## config.mk

```make
export PLATFORM = sky130hd
export DESIGN_NAME = qat_ctrl
export DESIGN_NICKNAME = d
export VERILOG_FILES = /design/src/rtl/qat_pkg.sv /design/src/rtl/qat_ctrl.sv
export SDC_FILE = /design/constraint.sdc
export NUM_CORES = 1
export LEC_CHECK = 0
export ABC_AREA = 1
export BUFFER_PORTS_ARGS = -buffer_cell sky130_fd_sc_hd__buf_4
export CAP_MARGIN = 10
export CORE_AREA = 2 2 39 41
export CTS_BUF_LIST = sky130_fd_sc_hd__clkbuf_4 sky130_fd_sc_hd__clkbuf_8
export DETAILED_ROUTE_END_ITERATION = 6
export DIE_AREA = 0 0 41 43
export GPL_TIMING_DRIVEN = 0
export PLACE_DENSITY_LB_ADDON = 0.15
export SETUP_SLACK_MARGIN = 0.5
export SLEW_MARGIN = 0
export SYNTH_ARGS = -nofsm -noshare
export SYNTH_HDL_FRONTEND = slang
export SYNTH_SLANG_ARGS = --single-unit
```

## constraint.sdc

```tcl
create_clock -name aclk -period 1.6 [get_ports aclk]
set_input_delay 0 -clock aclk [delete_from_list [all_inputs] [get_ports aclk]]
set_output_delay 0 -clock aclk [all_outputs]
set_load 0.02 [all_outputs]
```

## src/rtl/qat_pkg.sv

```systemverilog
package qat_pkg;

    localparam int unsigned TABLE_ENTRIES_DEF = 1024;

    localparam int unsigned VIEW_W     = 32;
    localparam int unsigned OP_W       = 32;
    localparam int unsigned ACKS_W     = 32;
    localparam int unsigned REPLICA_W  = 5;
    localparam int unsigned COUNT_W    = 6;
    localparam int unsigned VERDICT_W  = 2;
    localparam int unsigned S_TDATA_W  = 72;
    localparam int unsigned M_TDATA_W  = 8;

    typedef enum logic [VERDICT_W-1:0] {
        VERDICT_MISMATCH   = 2'd0,
        VERDICT_DROP       = 2'd1,
        VERDICT_QUORUM     = 2'd2,
        VERDICT_REGISTERED = 2'd3
    } verdict_t;

    typedef struct packed {
        logic [VIEW_W-1:0] view;
        logic [OP_W-1:0]   op;
        logic [ACKS_W-1:0] acks;
    } entry_t;

    localparam int unsigned ENTRY_W = $bits(entry_t);

    // Commands from the controller to the datapath.
    typedef struct packed {
        logic clear_step;
        logic in_load;
        logic mod_start;
        logic ram_read;
        logic eval;
        logic count;
        logic emit;
    } qat_cmd_t;

    // Status from the datapath to the controller.
    typedef struct packed {
        logic clear_last;
        logic mod_done;
        logic out_free;
    } qat_status_t;

    // Bit count of a nibble.
    function automatic logic [2:0] nibble_ones(input logic [3:0] v);
        logic [2:0] n;
        case (v)
            4'h0: n = 3'd0;
            4'h1, 4'h2, 4'h4, 4'h8: n = 3'd1;
            4'h3, 4'h5, 4'h6, 4'h9, 4'hA, 4'hC: n = 3'd2;
            4'h7, 4'hB, 4'hD, 4'hE: n = 3'd3;
            4'hF: n = 3'd4;
            default: n = 3'd0;
        endcase
        return n;
    endfunction

    // Bit count of the acknowledgement set, eight nibble counts summed.
    function automatic logic [COUNT_W-1:0] count_ones(input logic [ACKS_W-1:0] v);
        logic [COUNT_W-1:0] sum;
        sum = '0;
        for (int i = 0; i < ACKS_W / 4; i++) begin
            sum = sum + COUNT_W'(nibble_ones(v[4*i +: 4]));
        end
        return sum;
    endfunction

endpackage

```

## src/rtl/qat_ctrl.sv

```systemverilog
module qat_ctrl (
    input  logic                 aclk,
    input  logic                 aresetn,
    input  logic                 s_tvalid,
    output logic                 s_tready,
    input  qat_pkg::qat_status_t status,
    output qat_pkg::qat_cmd_t    cmd
);

    typedef enum logic [2:0] {
        ST_CLEAR,
        ST_IDLE,
        ST_MOD,
        ST_READ,
        ST_EVAL,
        ST_COUNT,
        ST_EMIT
    } state_t;

    state_t state_reg;

    always_ff @(posedge aclk) begin
        if (!aresetn) begin
            state_reg <= ST_CLEAR;
        end else begin
            case (state_reg)
                ST_CLEAR: begin
                    if (status.clear_last) begin
                        state_reg <= ST_IDLE;
                    end
                end
                ST_IDLE: begin
                    if (s_tvalid) begin
                        state_reg <= ST_MOD;
                    end
                end
                ST_MOD: begin
                    if (status.mod_done) begin
                        state_reg <= ST_READ;
                    end
                end
                ST_READ:  state_reg <= ST_EVAL;
                ST_EVAL:  state_reg <= ST_COUNT;
                ST_COUNT: state_reg <= ST_EMIT;
                ST_EMIT: begin
                    if (status.out_free) begin
                        state_reg <= ST_IDLE;
                    end
                end
                default: state_reg <= ST_CLEAR;
            endcase
        end
    end

    assign s_tready       = (state_reg == ST_IDLE);
    assign cmd.clear_step = (state_reg == ST_CLEAR);
    assign cmd.in_load    = s_tready && s_tvalid;
    assign cmd.mod_start  = s_tready && s_tvalid;
    assign cmd.ram_read   = (state_reg == ST_READ);
    assign cmd.eval       = (state_reg == ST_EVAL);
    assign cmd.count      = (state_reg == ST_COUNT);
    assign cmd.emit       = (state_reg == ST_EMIT) && status.out_free;

endmodule

```

==> results of run 1 <==
-- final timing paths --
kind,cells past startpoint,startpoint,to
min reg2reg,3,state_reg[1],state_reg[1]
max,6,state_reg[1],cmd[5]
min,3,aresetn,state_reg[1]
max reg2reg,8,state_reg[1],state_reg[0]
-- cell type report --
type / instances / area [sq um] / share of cell area
Timing Repair Buffer: 17 / 135 / 0.246
Multi-Input combinational cell: 32 / 218 / 0.396
Clock buffer: 4 / 30.0 / 0.0547
Tap cell: 16 / 20.0 / 0.0364
Buffer: 4 / 45.0 / 0.0820
Sequential cell: 3 / 61.3 / 0.112
Inverter: 8 / 40.0 / 0.0729
-- metal layers --
| layer | GRT usage | wire, um |
|---|---|---|
| met1 | 0.137 | 338 |
| met2 | 0.138 | 347 |
| met3 | 0.0628 | 28 |
| met4 | 0.0200 | 0 |
| met5 | 0 | 0 |
-- metrics by stage --
| stage | total power, mW | setup WS, ns |
|---|---|---|
| 3_3_place_gp | 0.782 | 0.497 |
| 3_5_place_dp | 0.781 | 0.497 |
| 2_1_floorplan | 0.617 | 0.508 |
| 5_1_grt | 1.19 | 0.425 |
| 4_1_cts | 1.09 | 0.467 |
| 6_report | 1.10 | 0.497 |
-- logic make-up (layout without fill, tap and decap cells) --
group | after synthesis | count (layout) | share of synthesized area
AND/OR/NAND/NOR | 29 | 29 | 0.502
buffers and inverters | 12 | 33 | 0.239
flip-flops | 3 | 3 | 0.194
AO/OA/AOI/OAI | 3 | 3 | 0.0648
-- cell usage in the layout (no fill, tap or decap) --
cell / count
nand2_4: 1
inv_1: 4
dfxtp_2: 1
clkbuf_4: 4
buf_4: 15
a21boi_1: 1
nand2_1: 4
inv_2: 2
buf_6: 6
nor2_2: 2
nor2_4: 3
nand2_2: 1
inv_8: 1
a21oi_1: 1
nand3_4: 1
nand3_2: 3
nand3_1: 2
dfxtp_1: 2
nor3_2: 2
nor3_1: 1
nand4_1: 1
a21boi_0: 1
inv_4: 1
nor2_1: 8
-- repair_timing --
item | 4_1_cts | 5_1_grt
setup endpoints to repair | 5 | 9
pin swaps | 4 | 6
hold buffers | 0 | 0
gates resized for setup | 11 | 3
buffers inserted | 4 | 0
-- worst register-to-register path: stages (launching register included) --
cell and delay [ns]:
dfxtp_2 0.31, buf_6 0.13, buf_6 0.12, nand3_2 0.07
nor2_1 0.04, nor2_1 0.13, nand3_1 0.09, nand2_1 0.07
nor2_1 0.04
-- power by group --
group | switching (mW) | internal, mW
combinational | 0.450 | 0.379
sequential | 0.0122 | 0.110
clock | 0.0374 | 0.110
==> metrics.txt, run 1 <==
Post-Syn Area 309 sq um; most numerous cell in the Yosys netlist nor2_1; vias in the first global route 301; CTS tree built; register bit total from synthesis 3; setup TNS 0 ns; initial core utilization 0.223; number of synthesized flops with an enable pin 0; max incr delay on CP 0.31 ns; post-route ant nets 0; input/output buffers 13; boundary pin count 14; pin count of the biggest net entering global routing 9; Max-slew headroom 0.884; CP max FO 6; cells along the critical path buf_6 > inv_8 > nand3_4 > nor2_4 > buf_6 > buf_6; top-area cell type share of the netlist area 0.194; Period minus WS final 1.10 ns; deepest clock path buffer count 2; clk root buf clkbuf_4; crit end category output pin; Finished Layout Cells 84; global route overflow 0; Layout Skew 0.00532 ns; number of diodes 0; wire per inst 8.49 um; class of the worst hold path in -> reg; GP Congestion 0.732; global-route wire length before repair 1210 um; Post-synth top cells nor2_1, inv_1, nand2_1, nand3_1; syn nets 53; Clock Pin Slew Worst Setup and Hold Paths 0.04 ns; Area contributors post-synth dfxtp_1, nor2_1, buf_6; Critical Path Most Common Cell buf_6; final instance area 549 sq um; CP startpoint kind flop; drt drc 0; Clock Latency Late Sink 0.23 ns; layout cell share with drive strength beyond 1 0.632; number of buffers created by CTS 3; CTS H-tree depth 1; R2R Setup Slk 0.50 ns; initial antenna violation count 0; clock sink count 3; kind of cell adding the most delay to the critical path buffers and inverters; peak supply drop 964 uV; Post-Route WL 713 um; WP buf/inv 4; sequential share of the synthesized area 0.194; Vias 347; Synth area leader dfxtp_1; Primary FF master, synth dfxtp_1; die area 1760 sq um; GRT Resource Usage Total 0.102; Post-Syn Instances 47; Layout area overhead 77.7%; Worst Path Required 1.60 ns; period utilization 0.690; Leak 0.269 nW; Die X 41 um; Fill cells 148; Finished Core Util 0.397; status completed; Synth Warn # 0; syn_area_per_cell 6.58 sq um; Max stage delay cell, worst path dfxtp_2; dpl cell area 434 sq um; Core Area 1380 sq um; final max-slew violation count 0; Pre-Repair DR Iteration Count 4; FP Rows 14; Setup Viol. Count Final 0; critical path class reg -> out; Slew @ Worst Pin 0.172 ns; final hold violations 0; max FFs per register 3; die height 43 um; Nets 75; Max Cap Violations 0; Hold WS 0.0173 ns; DR vias/cell 4.13; fmax 906 MHz; initial DRC count 3; RSZ-0062 raised after global routing true; cell count after placement 76; Post-DP HPWL 526 um; post-synthesis cell type count 19; crit path DAT 1.10 ns; asr flop ratio synth 0; pwr dens 2000 nW/um^2
Note: power is estimated with default switching activity, not from simulation.
==> inputs of run 2 (changes only) <==
- ABC_AREA: 1 -> 0
- clock period: 1.6 -> 0.98 ns (I/O delays scaled with it)
==> run 2 against run 1 <==
Against the previous run:
- the flow now finishes with violations (hold timing, setup timing)
- routed wire length rose by 19%
- count of clock-buffer cells in the layout is the same
- cell area increased by 22%
- utilization increased by 8.6 points
- synthesized area is 11% lower
- register-to-register slack got worse by 0.67 ns
- worst hold slack worse by 0.021 ns
- highest routed layer unchanged
- critical endpoint unchanged
- flip-flop and latch count is the same
- clock skew down 0.0032 ns
- sequential power grew 14%
- synthesized cell count shrank 36%
- first-iteration DRC count rose by 100%
==> metrics.txt, run 2 <==
Synth area leader dfxtp_1; Post-Route WL 852 um; class of the worst hold path in -> reg; FP Rows 14; Critical Path Most Common Cell buf_6; status finished, violations left; initial DRC count 6; CP startpoint kind flop; drt drc 0; GP Congestion 0.719; Area contributors post-synth dfxtp_1, buf_6, nor3b_4; Core Area 1380 sq um; Synth Warn # 0; CTS H-tree depth 1; post-synthesis cell type count 21; Slew @ Worst Pin 0.227 ns; top-area cell type share of the netlist area 0.218; Period minus WS final 1.21 ns; boundary pin count 14; RSZ-0062 raised after global routing true; vias in the first global route 305; CTS tree built; min setup slack post-route -0.228 ns; Setup Viol. Count Final 11; clk root buf clkbuf_4; Leak 0.323 nW; syn_area_per_cell 9.18 sq um; register bit total from synthesis 3; Clock Pin Slew Worst Setup and Hold Paths 0.04 ns; crit path DAT 1.21 ns; initial core utilization 0.199; kind of cell adding the most delay to the critical path simple AND/OR/NAND/NOR gates; dpl cell area 400 sq um; Max-slew headroom 0.848; Primary FF master, synth dfxtp_1; Max Cap Violations 0; final max-slew violation count 0; asr flop ratio synth 0; syn nets 36; pwr dens 1150 nW/um^2; Layout area overhead 143%; commonest non-fill, non-tap cell in the layout buf_6; deepest clock path buffer count 2; Post-Syn Area 275 sq um; Pre-Repair DR Iteration Count 3; power after layout 0.766 mW; wire per inst 11.2 um; CP max FO 6; initial antenna violation count 0; Post-Syn Instances 30; post-route ant nets 0; final hold violations 1; crit end category output pin; clock sink count 3; Max stage delay cell, worst path dfxtp_2; fmax 828 MHz; critical path class reg -> out; Nets 67; WP buf/inv 3; max FFs per register 3; global route overflow 0; input/output buffers 13; die area 1760 sq um; GRT Resource Usage Total 0.107; Worst Path Required 0.98 ns; most frequent cells in the layout buf_6, buf_4, clkbuf_4; Finished Core Util 0.483; failing checks hold timing, setup timing; max incr delay on CP 0.30 ns; Layout Skew 0.00214 ns; pin count of the biggest net entering global routing 7; final instance area 668 sq um; Fill cells 121; period utilization 1.23; number of diodes 0; Post-synth top cells buf_6, dfxtp_1, nand2_1; DR vias/cell 4.18; cells along the critical path buf_6 > nor3b_4 > and2_4 > buf_6 > buf_6; number of synthesized flops with an enable pin 0; sequential share of the synthesized area 0.218; Die X 41 um; layout cell share with drive strength beyond 1 0.850; Hold WS -0.00343 ns; number of buffers created by CTS 3; Vias 318; peak supply drop 562 uV; die height 43 um; Clock Latency Late Sink 0.23 ns; global-route wire length before repair 1260 um
==> run 2: changes by cell type in the layout (fill, tap and decap cells not counted), sizes merged, moves of 2 or more <==
cell	change
nor2	-11
buf	+9
inv	-7
nand3	-6
nand2	-3
nor3b	+3
a21boi	-2
and2	+2
nor3	-2
o21ai	+2
==> run 2: layout make-up <==
class	count	area, sq um	share of cell area
Timing Repair Buffer	26	273	0.408
Tap cell	16	20.0	0.0300
Sequential cell	3	63.8	0.0955
Clock buffer	4	30.0	0.0449
Inverter	1	3.75	0.00562
Buffer	4	45.0	0.0674
Multi-Input combinational cell	22	233	0.348
==> run 2: cell families after synthesis <==
family / Yosys count / synth area share
compound gates: 7 / 0.245
buf+inv: 5 / 0.164
flops: 3 / 0.218
simple gates: 15 / 0.373
==> run 2: what timing repair did <==
action                     in CTS  in global routing
gates resized for setup        19                  7
hold endpoints to repair        1                  1
pin swaps                       7                  7
setup buffers                   8                  4
setup endpoints to repair      11                 11
cloned                          1                  0
==> run 2: metrics by stage <==
step / hold slack, ns / instances / worst slack [ns] / setup TNS, ns
2_1_floorplan: 0.117 / 30 / -0.137 / -0.290
3_3_place_gp: 0.241 / 59 / -0.0350 / -0.0350
3_5_place_dp: 0.237 / 59 / -0.0592 / -0.0592
4_1_cts: -0.00453 / 72 / -0.248 / -1.44
5_1_grt: -0.0119 / 76 / -0.277 / -1.99
6_report: -0.00343 / 76 / -0.228 / -1.53
==> run 2: worst paths after layout <==
kind,startpoint,to,slack [ns],cells past startpoint
min,aresetn,state_reg[2],-0.003,2
min reg2reg,state_reg[0],state_reg[0],0.74,4
max reg2reg,state_reg[1],state_reg[0],-0.17,5
max,state_reg[2],cmd[5],-0.23,5
==> run 2: where the power goes <==
part	switching [mW]	leakage (nW)	internal, mW	total [mW]
Clock	0.0632	0.0184	0.180	0.243
Combinational	0.156	0.279	0.227	0.383
Sequential	0.00461	0.0258	0.135	0.139
Total	0.224	0.323	0.542	0.766
==> run 2: per-layer routing <==
layer,up-vias,share of wire,global-route usage
met5,-,0,0
met4,0,0,0.0600
met3,0,0.045,0.0314
met2,9,0.52,0.156
met1,145,0.43,0.135
li1,164,-,-
